$ cat src/design/alle_pkg.sv
// ---------------------------------------------------------------------------
// alle_pkg: shared types and constants of the array linked list engine
// Word layouts, operation and status codes, and the command and status
// groups that pass between the controller and the datapath.
// ---------------------------------------------------------------------------
package alle_pkg;

  localparam int LINK_W        = 6;
  localparam int NODE_W        = 5;
  localparam int DATA_W        = 32;
  localparam int MAX_NODES     = 32;
  localparam int POOL_SIZE_DEF = 32;

  localparam logic [LINK_W-1:0] NIL_IDX     = LINK_W'(32);
  localparam logic [DATA_W-1:0] ID_CLEAR    = 32'hFFFF_FFFF;
  localparam logic [DATA_W-1:0] GRADE_CLEAR = 32'hBF80_0000;

  localparam logic [1:0] OP_INSERT   = 2'd0;
  localparam logic [1:0] OP_DELETE   = 2'd1;
  localparam logic [1:0] OP_TRAVERSE = 2'd2;

  localparam logic [1:0] ST_OK      = 2'd0;
  localparam logic [1:0] ST_FULL    = 2'd1;
  localparam logic [1:0] ST_EMPTY   = 2'd2;
  localparam logic [1:0] ST_NO_SUCC = 2'd3;

  typedef struct packed {
    logic [1:0]        opcode;
    logic [LINK_W-1:0] pred_index;
    logic [DATA_W-1:0] student_id;
    logic [DATA_W-1:0] grade_bits;
  } in_item_t;

  typedef struct packed {
    logic [1:0]        status;
    logic [NODE_W-1:0] node_index;
    logic [DATA_W-1:0] out_student_id;
    logic [DATA_W-1:0] out_grade_bits;
    logic [LINK_W-1:0] next_index;
    logic              last;
  } out_item_t;

  // link read address source
  typedef enum logic [1:0] {RD_FREE, RD_LIST, RD_PRED, RD_LINK} rd_src_t;
  // node register load source
  typedef enum logic [1:0] {NS_FREE, NS_LIST, NS_LINK} node_src_t;
  // link write address and data
  typedef enum logic {LW_NODE, LW_PRED} lw_addr_t;
  typedef enum logic [1:0] {LD_LIST, LD_LINK, LD_FREE, LD_NODE} lw_data_t;
  // result word built on an emit
  typedef enum logic [2:0] {
    EM_INS_HEAD, EM_INS_AFTER, EM_DEL, EM_TRV, EM_FULL, EM_EMPTY, EM_NO_SUCC
  } emit_t;

  typedef struct packed {
    logic      latch_in;
    logic      lrd_en;
    logic      drd_en;
    rd_src_t   rd_src;
    logic      node_ld;
    node_src_t node_src;
    logic      link_ld;
    logic      lw_en;
    lw_addr_t  lw_addr;
    lw_data_t  lw_data;
    logic      dset;
    logic      dclr;
    logic      fh_from_link;
    logic      fh_from_node;
    logic      lh_from_node;
    logic      lh_from_link;
    logic      cnt_clr;
    logic      cnt_inc;
    logic      emit_en;
    emit_t     emit;
  } cmd_t;

  typedef struct packed {
    logic [1:0] opcode;
    logic       at_head;
    logic       fh_node;
    logic       lh_node;
    logic       rd_node;
    logic       trv_fin;
    logic       out_free;
  } stat_t;

endpackage

$ cat src/design/array_linked_list_engine.sv
// ---------------------------------------------------------------------------
// array_linked_list_engine: linked list with free list in a node pool
// Insert, delete and traverse on a singly linked list kept in link and
// data memories, with the free list threaded through the same links.
// ---------------------------------------------------------------------------
// Usage:
//   Input words (opcode, predecessor, id, grade) enter on in_valid/in_ready;
//   result words leave on out_valid/out_ready from an output register.
//   One operation is worked at a time; in_ready is high only between them.
//   The link memory has one read and one write port, so each link read is
//   registered before the dependent write uses it. Traverse gives one word
//   per cycle while the receiver takes them. An unused opcode gives no word.
//   A stalled receiver holds the result word and pauses the sequence at
//   its next result; no word is lost. Reset (rst_n low, synchronous)
//   empties the list, puts every node on the free list and clears the
//   stores at once through per-entry valid bits: no clearing pass.
// ---------------------------------------------------------------------------
module array_linked_list_engine import alle_pkg::*; #(
  parameter int POOL_SIZE = POOL_SIZE_DEF
) (
  input  logic      clk,
  input  logic      rst_n,
  input  logic      in_valid,
  output logic      in_ready,
  input  in_item_t  in_data,
  output logic      out_valid,
  input  logic      out_ready,
  output out_item_t out_data
);

  cmd_t  cmd;
  stat_t stat;

  alle_ctrl u_ctrl (
    .clk      (clk),
    .rst_n    (rst_n),
    .in_valid (in_valid),
    .in_ready (in_ready),
    .stat     (stat),
    .cmd      (cmd)
  );

  alle_dp #(
    .POOL_SIZE (POOL_SIZE)
  ) u_dp (
    .clk       (clk),
    .rst_n     (rst_n),
    .in_data   (in_data),
    .cmd       (cmd),
    .stat      (stat),
    .out_valid (out_valid),
    .out_ready (out_ready),
    .out_data  (out_data)
  );

endmodule

$ cat src/design/alle_dp.sv
// ---------------------------------------------------------------------------
// alle_dp: datapath of the array linked list engine
// Link and data memories with per-entry valid bits, head registers, node
// and link holding registers, traverse counter and the result register.
// ---------------------------------------------------------------------------
module alle_dp import alle_pkg::*; #(
  parameter int POOL_SIZE = POOL_SIZE_DEF
) (
  input  logic      clk,
  input  logic      rst_n,
  input  in_item_t  in_data,
  input  cmd_t      cmd,
  output stat_t     stat,
  output logic      out_valid,
  input  logic      out_ready,
  output out_item_t out_data
);

  localparam int POOL_EFF = (POOL_SIZE < MAX_NODES) ? POOL_SIZE : MAX_NODES;
  localparam int AW       = $clog2(POOL_EFF);
  localparam logic [LINK_W-1:0] EFF_L   = LINK_W'(POOL_EFF);
  localparam logic [AW-1:0]     CNT_MAX = AW'(POOL_EFF - 1);

  // link value of an entry that was never written
  function automatic logic [LINK_W-1:0] link_init(input logic [AW-1:0] a);
    logic [LINK_W-1:0] succ;
    succ = LINK_W'(a) + LINK_W'(1);
    return (succ < EFF_L) ? succ : NIL_IDX;
  endfunction

  logic [LINK_W-1:0]   link_mem_r [POOL_EFF];
  logic [2*DATA_W-1:0] data_mem_r [POOL_EFF];
  logic [POOL_EFF-1:0] lvld_r, dvld_r;

  logic [LINK_W-1:0]   link_rd_r;
  logic                link_rd_vld_r;
  logic [AW-1:0]       link_rd_addr_r;
  logic [2*DATA_W-1:0] data_rd_r;
  logic                data_rd_vld_r;

  in_item_t          in_r;
  logic [AW-1:0]     node_r;
  logic [LINK_W-1:0] link_r;
  logic [AW-1:0]     cnt_r;
  logic [LINK_W-1:0] fh_r, fh_nxt;
  logic [LINK_W-1:0] lh_r, lh_nxt;
  out_item_t         out_r, out_nxt;
  logic              out_valid_r;

  logic [AW-1:0]       rd_a, lw_a, node_nxt;
  logic [LINK_W-1:0]   lw_d, lnk_rd, ins_next;
  logic [2*DATA_W-1:0] data_word;

  assign lnk_rd    = link_rd_vld_r ? link_rd_r : link_init(link_rd_addr_r);
  assign data_word = data_rd_vld_r ? data_rd_r : {ID_CLEAR, GRADE_CLEAR};

  always_comb begin
    unique case (cmd.rd_src)
      RD_FREE: rd_a = fh_r[AW-1:0];
      RD_LIST: rd_a = lh_r[AW-1:0];
      RD_PRED: rd_a = in_r.pred_index[AW-1:0];
      RD_LINK: rd_a = lnk_rd[AW-1:0];
      default: rd_a = lnk_rd[AW-1:0];
    endcase
  end

  always_comb begin
    unique case (cmd.node_src)
      NS_FREE: node_nxt = fh_r[AW-1:0];
      NS_LIST: node_nxt = lh_r[AW-1:0];
      NS_LINK: node_nxt = lnk_rd[AW-1:0];
      default: node_nxt = lnk_rd[AW-1:0];
    endcase
  end

  assign lw_a = (cmd.lw_addr == LW_PRED) ? in_r.pred_index[AW-1:0] : node_r;

  always_comb begin
    unique case (cmd.lw_data)
      LD_LIST: lw_d = lh_r;
      LD_LINK: lw_d = lnk_rd;
      LD_FREE: lw_d = fh_r;
      LD_NODE: lw_d = LINK_W'(node_r);
      default: lw_d = NIL_IDX;
    endcase
  end

  // memories: one read and one write address per cycle, registered read
  always_ff @(posedge clk) begin
    if (cmd.lw_en) begin
      link_mem_r[lw_a] <= lw_d;
    end
    if (cmd.lrd_en) begin
      link_rd_r      <= link_mem_r[rd_a];
      link_rd_vld_r  <= lvld_r[rd_a];
      link_rd_addr_r <= rd_a;
    end
    if (cmd.dset) begin
      data_mem_r[node_r] <= {in_r.student_id, in_r.grade_bits};
    end
    if (cmd.drd_en) begin
      data_rd_r     <= data_mem_r[rd_a];
      data_rd_vld_r <= dvld_r[rd_a];
    end
  end

  always_ff @(posedge clk) begin
    if (!rst_n) begin
      lvld_r <= '0;
      dvld_r <= '0;
    end else begin
      if (cmd.lw_en) begin
        lvld_r[lw_a] <= 1'b1;
      end
      // a cleared entry reads back as the reset pattern
      if (cmd.dset) begin
        dvld_r[node_r] <= 1'b1;
      end else if (cmd.dclr) begin
        dvld_r[node_r] <= 1'b0;
      end
    end
  end

  always_comb begin
    fh_nxt = fh_r;
    if (cmd.fh_from_link) begin
      fh_nxt = link_r;
    end else if (cmd.fh_from_node) begin
      fh_nxt = LINK_W'(node_r);
    end
    lh_nxt = lh_r;
    if (cmd.lh_from_node) begin
      lh_nxt = LINK_W'(node_r);
    end else if (cmd.lh_from_link) begin
      lh_nxt = lnk_rd;
    end
  end

  always_ff @(posedge clk) begin
    if (!rst_n) begin
      fh_r <= '0;
      lh_r <= NIL_IDX;
    end else begin
      fh_r <= fh_nxt;
      lh_r <= lh_nxt;
    end
  end

  always_ff @(posedge clk) begin
    if (cmd.latch_in) begin
      in_r <= in_data;
    end
    if (cmd.node_ld) begin
      node_r <= node_nxt;
    end
    if (cmd.link_ld) begin
      link_r <= lnk_rd;
    end
    if (cmd.cnt_clr) begin
      cnt_r <= '0;
    end else if (cmd.cnt_inc) begin
      cnt_r <= cnt_r + AW'(1);
    end
  end

  // a predecessor that is the new node itself ends up linked to itself
  assign ins_next = (in_r.pred_index == LINK_W'(node_r)) ? LINK_W'(node_r) : link_r;

  always_comb begin
    out_nxt                = '0;
    out_nxt.status         = ST_OK;
    out_nxt.next_index     = NIL_IDX;
    out_nxt.last           = 1'b1;
    out_nxt.node_index     = NODE_W'(node_r);
    out_nxt.out_student_id = data_word[2*DATA_W-1:DATA_W];
    out_nxt.out_grade_bits = data_word[DATA_W-1:0];
    unique case (cmd.emit)
      EM_INS_HEAD:  out_nxt.next_index = lh_r;
      EM_INS_AFTER: out_nxt.next_index = ins_next;
      EM_DEL:       out_nxt.next_index = fh_r;
      EM_TRV: begin
        out_nxt.next_index = lnk_rd;
        out_nxt.last       = stat.trv_fin;
      end
      EM_FULL, EM_EMPTY, EM_NO_SUCC: begin
        out_nxt.status         = (cmd.emit == EM_FULL)  ? ST_FULL :
                                 (cmd.emit == EM_EMPTY) ? ST_EMPTY : ST_NO_SUCC;
        out_nxt.node_index     = (cmd.emit == EM_NO_SUCC) ?
                                 in_r.pred_index[NODE_W-1:0] : '0;
        out_nxt.out_student_id = '0;
        out_nxt.out_grade_bits = '0;
      end
      default: out_nxt.next_index = NIL_IDX;
    endcase
  end

  always_ff @(posedge clk) begin
    if (cmd.emit_en) begin
      out_r <= out_nxt;
    end
  end

  always_ff @(posedge clk) begin
    if (!rst_n) begin
      out_valid_r <= 1'b0;
    end else if (cmd.emit_en) begin
      out_valid_r <= 1'b1;
    end else if (out_ready) begin
      out_valid_r <= 1'b0;
    end
  end

  assign out_valid = out_valid_r;
  assign out_data  = out_r;

  assign stat.opcode   = in_r.opcode;
  assign stat.at_head  = !(in_r.pred_index < EFF_L);
  assign stat.fh_node  = fh_r < EFF_L;
  assign stat.lh_node  = lh_r < EFF_L;
  assign stat.rd_node  = lnk_rd < EFF_L;
  assign stat.trv_fin  = !stat.rd_node || (cnt_r == CNT_MAX);
  assign stat.out_free = !out_valid_r || out_ready;

  a_emit_slot_free: assert property (@(posedge clk) disable iff (!rst_n)
    cmd.emit_en |-> (!out_valid_r || out_ready))
    else $error("result loaded over a word not yet taken");

  a_link_port_single: assert property (@(posedge clk) disable iff (!rst_n)
    !(cmd.lw_en && cmd.lrd_en))
    else $error("link memory read and written in one cycle");

  a_valid_from_emit: assert property (@(posedge clk) disable iff (!rst_n)
    $rose(out_valid_r) |-> $past(cmd.emit_en))
    else $error("result valid without an emit");

endmodule

$ cat src/design/alle_ctrl.sv
// ---------------------------------------------------------------------------
// alle_ctrl: controller of the array linked list engine
// Sequences each operation as link memory reads and writes, and gates
// every result on a free output register.
// ---------------------------------------------------------------------------
module alle_ctrl import alle_pkg::*; (
  input  logic  clk,
  input  logic  rst_n,
  input  logic  in_valid,
  output logic  in_ready,
  input  stat_t stat,
  output cmd_t  cmd
);

  typedef enum logic [11:0] {
    S_IDLE   = 12'b0000_0000_0001,
    S_DECODE = 12'b0000_0000_0010,
    S_INS_A  = 12'b0000_0000_0100,
    S_INS_H  = 12'b0000_0000_1000,
    S_INS_P  = 12'b0000_0001_0000,
    S_INS_Q  = 12'b0000_0010_0000,
    S_DEL_H  = 12'b0000_0100_0000,
    S_DEL_P  = 12'b0000_1000_0000,
    S_DEL_T  = 12'b0001_0000_0000,
    S_DEL_F  = 12'b0010_0000_0000,
    S_TRV    = 12'b0100_0000_0000,
    S_ERR    = 12'b1000_0000_0000
  } state_t;

  state_t state_r, state_nxt;
  emit_t  err_r, err_nxt;

  always_comb begin
    cmd       = '0;
    state_nxt = state_r;
    err_nxt   = err_r;
    in_ready  = 1'b0;
    unique case (state_r)
      S_IDLE: begin
        in_ready = 1'b1;
        if (in_valid) begin
          cmd.latch_in = 1'b1;
          state_nxt    = S_DECODE;
        end
      end
      S_DECODE: begin
        unique case (stat.opcode)
          OP_INSERT: begin
            if (!stat.fh_node) begin
              err_nxt   = EM_FULL;
              state_nxt = S_ERR;
            end else begin
              cmd.lrd_en   = 1'b1;
              cmd.drd_en   = 1'b1;
              cmd.rd_src   = RD_FREE;
              cmd.node_ld  = 1'b1;
              cmd.node_src = NS_FREE;
              state_nxt    = S_INS_A;
            end
          end
          OP_DELETE: begin
            if (!stat.lh_node) begin
              err_nxt   = EM_EMPTY;
              state_nxt = S_ERR;
            end else if (stat.at_head) begin
              cmd.lrd_en   = 1'b1;
              cmd.drd_en   = 1'b1;
              cmd.rd_src   = RD_LIST;
              cmd.node_ld  = 1'b1;
              cmd.node_src = NS_LIST;
              state_nxt    = S_DEL_H;
            end else begin
              cmd.lrd_en = 1'b1;
              cmd.rd_src = RD_PRED;
              state_nxt  = S_DEL_P;
            end
          end
          OP_TRAVERSE: begin
            if (!stat.lh_node) begin
              err_nxt   = EM_EMPTY;
              state_nxt = S_ERR;
            end else begin
              cmd.lrd_en   = 1'b1;
              cmd.drd_en   = 1'b1;
              cmd.rd_src   = RD_LIST;
              cmd.node_ld  = 1'b1;
              cmd.node_src = NS_LIST;
              cmd.cnt_clr  = 1'b1;
              state_nxt    = S_TRV;
            end
          end
          default: state_nxt = S_IDLE;  // unused opcode: drop
        endcase
      end
      S_INS_A: begin
        // hold the old free successor, fetch the predecessor link if needed
        cmd.link_ld = 1'b1;
        if (stat.at_head) begin
          state_nxt = S_INS_H;
        end else begin
          cmd.lrd_en = 1'b1;
          cmd.rd_src = RD_PRED;
          state_nxt  = S_INS_P;
        end
      end
      S_INS_H: begin
        if (stat.out_free) begin
          cmd.lw_en        = 1'b1;
          cmd.lw_addr      = LW_NODE;
          cmd.lw_data      = LD_LIST;
          cmd.dset         = 1'b1;
          cmd.fh_from_link = 1'b1;
          cmd.lh_from_node = 1'b1;
          cmd.emit_en      = 1'b1;
          cmd.emit         = EM_INS_HEAD;
          state_nxt        = S_IDLE;
        end
      end
      S_INS_P: begin
        cmd.lw_en        = 1'b1;
        cmd.lw_addr      = LW_NODE;
        cmd.lw_data      = LD_LINK;
        cmd.dset         = 1'b1;
        cmd.fh_from_link = 1'b1;
        cmd.link_ld      = 1'b1;
        state_nxt        = S_INS_Q;
      end
      S_INS_Q: begin
        if (stat.out_free) begin
          cmd.lw_en   = 1'b1;
          cmd.lw_addr = LW_PRED;
          cmd.lw_data = LD_NODE;
          cmd.emit_en = 1'b1;
          cmd.emit    = EM_INS_AFTER;
          state_nxt   = S_IDLE;
        end
      end
      S_DEL_H: begin
        if (stat.out_free) begin
          cmd.lh_from_link = 1'b1;
          cmd.lw_en        = 1'b1;
          cmd.lw_addr      = LW_NODE;
          cmd.lw_data      = LD_FREE;
          cmd.dclr         = 1'b1;
          cmd.fh_from_node = 1'b1;
          cmd.emit_en      = 1'b1;
          cmd.emit         = EM_DEL;
          state_nxt        = S_IDLE;
        end
      end
      S_DEL_P: begin
        if (stat.rd_node) begin
          cmd.lrd_en   = 1'b1;
          cmd.drd_en   = 1'b1;
          cmd.rd_src   = RD_LINK;
          cmd.node_ld  = 1'b1;
          cmd.node_src = NS_LINK;
          state_nxt    = S_DEL_T;
        end else begin
          err_nxt   = EM_NO_SUCC;
          state_nxt = S_ERR;
        end
      end
      S_DEL_T: begin
        // bypass the victim
        cmd.lw_en   = 1'b1;
        cmd.lw_addr = LW_PRED;
        cmd.lw_data = LD_LINK;
        state_nxt   = S_DEL_F;
      end
      S_DEL_F: begin
        if (stat.out_free) begin
          cmd.lw_en        = 1'b1;
          cmd.lw_addr      = LW_NODE;
          cmd.lw_data      = LD_FREE;
          cmd.dclr         = 1'b1;
          cmd.fh_from_node = 1'b1;
          cmd.emit_en      = 1'b1;
          cmd.emit         = EM_DEL;
          state_nxt        = S_IDLE;
        end
      end
      S_TRV: begin
        if (stat.out_free) begin
          cmd.emit_en = 1'b1;
          cmd.emit    = EM_TRV;
          if (stat.trv_fin) begin
            state_nxt = S_IDLE;
          end else begin
            // advance: fetch the successor while its predecessor is sent
            cmd.lrd_en   = 1'b1;
            cmd.drd_en   = 1'b1;
            cmd.rd_src   = RD_LINK;
            cmd.node_ld  = 1'b1;
            cmd.node_src = NS_LINK;
            cmd.cnt_inc  = 1'b1;
          end
        end
      end
      S_ERR: begin
        if (stat.out_free) begin
          cmd.emit_en = 1'b1;
          cmd.emit    = err_r;
          state_nxt   = S_IDLE;
        end
      end
      default: state_nxt = S_IDLE;
    endcase
  end

  always_ff @(posedge clk) begin
    if (!rst_n) begin
      state_r <= S_IDLE;
      err_r   <= EM_FULL;
    end else begin
      state_r <= state_nxt;
      err_r   <= err_nxt;
    end
  end

endmodule

$ cat config.mk
export PLATFORM = sky130hd
export DESIGN_NAME = array_linked_list_engine
export DESIGN_NICKNAME = d
export VERILOG_FILES = /design/src/design/alle_pkg.sv /design/src/design/array_linked_list_engine.sv /design/src/design/alle_dp.sv /design/src/design/alle_ctrl.sv
export SDC_FILE = /design/constraint.sdc
export NUM_CORES = 2
export LEC_CHECK = 0
export ABC_AREA = 1
export BUFFER_PORTS_ARGS = -buffer_cell sky130_fd_sc_hd__buf_2
export CORE_MARGIN = 3
export CORE_UTILIZATION = 30
export CTS_BUF_LIST = sky130_fd_sc_hd__clkbuf_4 sky130_fd_sc_hd__clkbuf_8
export DETAILED_ROUTE_END_ITERATION = 7
export PLACE_DENSITY = 0.53
export SYNTH_ARGS = -nofsm -noshare
export SYNTH_HDL_FRONTEND = slang
export SYNTH_HIERARCHICAL = 1
export SYNTH_SLANG_ARGS = --single-unit
$ cat constraint.sdc
create_clock -name clk -period 20.2 [get_ports clk]
set_input_delay 4.04 -clock clk [delete_from_list [all_inputs] [get_ports clk]]
set_output_delay 4.04 -clock clk [all_outputs]
set_load 0.01 [all_outputs]
Word-level counts from Yosys, hierarchy flattened
Memories as Yosys holds them, arrays and structs flattened. A register that Yosys moved wholly into a read port is not among the register bits.
Cells that the tools add are included.

storage, ports and cells
  register bits after elaboration = 265
  RAM bits = 2240
  bits of input ports = 76
  output and inout bits = 80
  logic and storage cells = 197
  memories = 2

operators by class
  add/subtract/negate cells = 2
  order comparisons = 10
  eq/ne operators = 37
  muxes and demuxes = 90
  bitwise logic cells = 6
  reduce and logical (&&, ||, !) cells = 25

memory list
  memory           depth  bits a word  read ports  clocked after Yosys merged registers in  write ports  RTL line       text
  u_dp.data_mem_r  32     64           1           1                                        1            alle_dp.sv:32  logic [2*DATA_W-1:0] data_mem_r [POOL_EFF];
  u_dp.link_mem_r  32     6            1           1                                        1            alle_dp.sv:31  logic [LINK_W-1:0] link_mem_r [POOL_EFF];

operators by type and width
  operator                                                              count
  12-bit two-way mux                                                    8
  12-bit one-hot mux with 8 select lines                                1
  69-bit two-way mux                                                    1
  32-bit two-way mux                                                    2
  64-bit two-way mux                                                    1
  32-bit OR                                                             2
  6-bit one-hot mux with 4 select lines                                 2
  6-bit two-way mux                                                     7
  7-bit two-way mux                                                     6
  4-bit one-hot mux with 5 select lines                                 2
  12-bit one-hot mux with 3 select lines                                1
  32-bit bitwise AND                                                    1
  32-bit inverter                                                       1
  6-bit < comparator, second input constant                             5
  1-bit two-way mux                                                     27
  5-bit two-way mux                                                     5
  7-bit one-hot mux with 3 select lines                                 1
  4-bit two-way mux                                                     5
  5-bit one-hot mux with 4 select lines                                 1
  5-bit by 6-bit < comparator with 1-bit output, second input constant  3
  12-bit by 1-bit == test with 1-bit output, second input constant      1
  12-bit by 10-bit == test with 1-bit output, second input constant     1
  12-bit by 11-bit == test with 1-bit output, second input constant     1
  12-bit == test, second input constant                                 1
  46 further kinds                                                      84

Longest topological paths before layout
  depth after elaboration = 14
  gate-level depth with buffers = 28
  gate-level depth less buffers = 26

Cells and area by module
Netlist, hierarchy kept.

by module, submodules not included
  module     instances  cells an instance  area each (µm²)  seq. area each (µm²)
  alle_dp    1          10628              110703.7         76052.9
  alle_ctrl  1          203                1206.2           280.3

Worst setup path before layout
No wires, ideal clock.

  path type = input to register
  from = input port out_ready
  to = memory u_dp/data_mem_r[20][0] (netlist name), enable pin
  library setup time = 0.567 ns
  arrival time = 9.692 ns
  required time = 19.633 ns
  slack = 9.941 ns
  stages on the path = 10
  path buffers = 2
  cell sequence = inv_1 -> nand2_1 -> inv_1 -> nor2_1 -> inv_1 -> nand2_1 -> buf_4 -> inv_1 -> clkbuf_1 -> nor3_1

RTL lines
  what         RTL line                        text
  from (decl)  array_linked_list_engine.sv:27  input logic out_ready,
  to (decl)    alle_dp.sv:32

==> impl_metrics.json <==
{
  "status": "finished clean",
  "synth-adder-area-share_pct": 0.07826,
  "wl_met1_um": 158200,
  "fin_cells": 16210,
  "ant_nets": 0,
  "crit_path_max_fanout": 72,
  "relSlewSlack_pct": 15.90,
  "tightest_slew_ps": 1259,
  "cp-end-kind": "flip-flop",
  "crit_type": "input port to flip-flop",
  "ys_seq_area_share_pct": 68.21,
  "num_rows": 223,
  "fmax_mhz": 108.1,
  "synth_async_sr_flop_share_pct": 0,
  "required_ps": 21040,
  "area_growth_syn_to_layout_pct": 12.94,
  "slew_violations": 0,
  "die-area_um2": 380400,
  "place_area_um2": 117900,
  "num_vias": 78340,
  "synth_most_common_cell": "nand2_1",
  "initial_core_util_pct": 30.22,
  "tns_ps": 0,
  "synth_top_flop_cell": "edfxtp_1",
  "startpoint_type": "input port",
  "coreArea_um2": 370300,
  "final.min_clock_period_ps": 9249,
  "synth_top_area_share_pct": 66.49,
  "clockBufferDepth": 4,
  "cts_tree": "done",
  "cts_made_buffers": 431,
  "dp.cells": 15430,
  "synthXorXnorAreaFrac_pct": 0.01565,
  "grt_usage_pct": 18.20,
  "power_mw": 13.71,
  "layout-drive-gt1-share_pct": 9.907,
  "hold_buffers": 0,
  "port_buffers": 155,
  "power_density_nw_per_um2": 108.5,
  "antenna_found_initial": 12,
  "total_leakage_power_nw": 50.84,
  "synth_compound_area_share_pct": 1.633,
  "post_cts_buffers": 0,
  "synth_edf_count": 2478,
  "grt_pass1_wl_um": 516100,
  "drc_errors": 0,
  "final.setup.worst_slack_ps": 10950,
  "synthMuxAreaShare_pct": 0,
  "grt_max_degree": 194,
  "grt_remaining_overflow": 0,
  "avgRoutedWirePerCell_um": 22.07,
  "cts_root_buffer": "clkbuf_8",
  "num_io_pins": 156,
  "worst_hold_slack_ps": 460.4,
  "synth_area_leaders": "edfxtp_1 (66%), nand2_1 (11%), nand3_1 (9.0%)",
  "skew_ps": 102.4,
  "die_y_um": 616.8,
  "gp_routability_congestion": 0.7846,
  "cts.htree.levels": 5,
  "ys_ff_latch": 2574,
  "cts_resized": 0,
  "wl_met2_um": 164700,
  "wl_met3_um": 24590,
  "final_nets": 11000,
  "rsz0062_at_grt": "no",
  "topRoutingLayerUsed": "met5",
  "ys_top_cells_by_count": "nand2_1 (3285), edfxtp_1 (2478), nand3_1 (2013)",
  "place_ws_ps": 10040,
  "synth-simple-area-share_pct": 22.98,
  "grt_pass1_vias": 73010,
  "hold_viol_final": 0,
  "hpwl_um": 167200,
  "insertion_delay_ps": 1100,
  "yosys_warnings": 6,
  "netlist_area_um2": 111900,
  "syn_inst": 10830,
  "avgSynthCellArea_um2": 10.33,
  "syn_nets": 10910,
  "cts.clk_slew.worst_paths_ps": 60,
  "setup_viol": 0,
  "ys_types": 41,
  "final_area_um2": 126400,
  "synth_top_family_by_area": "simple AND/OR/NAND/NOR gates",
  "synth_top_cell_by_area": "edfxtp_1",
  "wirelength_um": 357600,
  "cts_sinks": 2574,
  "final_util_pct": 34.14,
  "drtIter0Drc": 7930,
  "hp-class": "flip-flop to flip-flop",
  "worstPathArrival_ps": 10090,
  "first_pass_iters": 6,
  "fp.dieW_um": 616.8,
  "viasPerCell": 4.834,
  "fin_crit_sh_pct": 45.78,
  "cap_violations": 0,
  "max-vdd-ir-drop_v": 0.00005900
}
[path summary, 6_finish.rpt]
| path | startpoint | endpoint | slack, ps | depth (start not counted) |
|---|---|---|---|---|
| max | out_ready | u_dp/data_rd_r[17] | 10950 | 18 |
| min | u_dp/lvld_r[31] | u_dp/lvld_r[31] | 460 | 2 |
| max reg2reg | u_dp/link_rd_vld_r | u_dp/data_rd_r[17] | 13110 | 19 |
| min reg2reg | u_dp/lvld_r[31] | u_dp/lvld_r[31] | 460 | 2 |
[cells by family after synthesis]
| kind of cell | after synthesis |
|---|---|
| AND/OR/NAND/NOR | 5870 |
| XOR/XNOR | 2 |
| AO/OA/AOI/OAI | 344 |
| adder cells (fa/ha/maj) | 7 |
| buffers and inverters | 2034 |
| flip-flops | 2574 |
[power by group]
group	leakage, nW	switching (mW)	total (mW)	internal [mW]
registers	22.9	0.334	6.69	6.36
clock network	4.48	2.14	4.64	2.49
logic	23.5	1.73	2.38	0.648
total	50.8	4.21	13.7	9.50
[layer usage]
layer / GRT usage, % / vias up
met5: 0 / -
met4: 5.325 / 8
met3: 2.587 / 607
met2: 29.35 / 2821
met1: 25.42 / 38610
li1: - / 36300
[layout by cell type, fill, tap and decap left out, types with 3 or more instances in the layout]
cell type	instances
bufinv_16	10
nor2_2	4
o21ai_1	170
a21oi_1	53
inv_1	1316
nand2_8	4
buf_4	135
nand2_2	6
ha_1	7
nor2_4	36
clkinvlp_4	14
nor2_1	223
a31oi_1	12
o22ai_1	14
nand2_1	3279
inv_12	3
buf_12	18
dfxtp_1	96
inv_2	51
nand2_4	7
o221ai_1	5
inv_6	4
clkinv_1	96
nand4_1	5
nor4_1	3
nand3_1	2013
clkinv_2	28
nor3_1	19
nand3b_1	265
inv_8	6
clkbuf_4	170
edfxtp_1	2478
o211ai_1	8
buf_2	155
a22oi_1	4
clkbuf_8	449
nor3_2	3
o21ai_0	66
[worst max-delay path: stages]
cell	delay, ps
buf_2	80
inv_1	30
nand2_1	180
inv_1	200
o21ai_2	410
inv_1	110
nand2_1	240
nor2_4	120
nand2_4	530
buf_4	830
buf_4	780
buf_4	800
buf_4	820
nand3_1	160
nand3_1	120
nand3_1	80
nand3_1	180
nand2_1	70
[flip-flops by register name, indices dropped and copies added (netlist names), 6 cells and up, named ones only]
signal           cells
u_dp/lh_r            6
u_dp/lvld_r         32
u_dp/data_mem_r   2048
u_dp/link_mem_r    192
u_dp/out_data       78
u_dp/data_rd_r      64
u_dp/link_r          6
u_ctrl/state_r      12
u_dp/link_rd_r       6
u_dp/in_r           70
u_dp/fh_r            6
[area by class of cell]
type                       count  area, µm²
clock inverter               155       1039
fill                       37170     243900
inverter                    1376       5189
tap                         4950       6193
timing repair buffer         308       2150
multi-input combinational   6223      28030
clock buffer                 619       7456
antenna                        1      2.502
sequential                  2574      76330
Note: power is estimated with default switching activity, not from simulation.
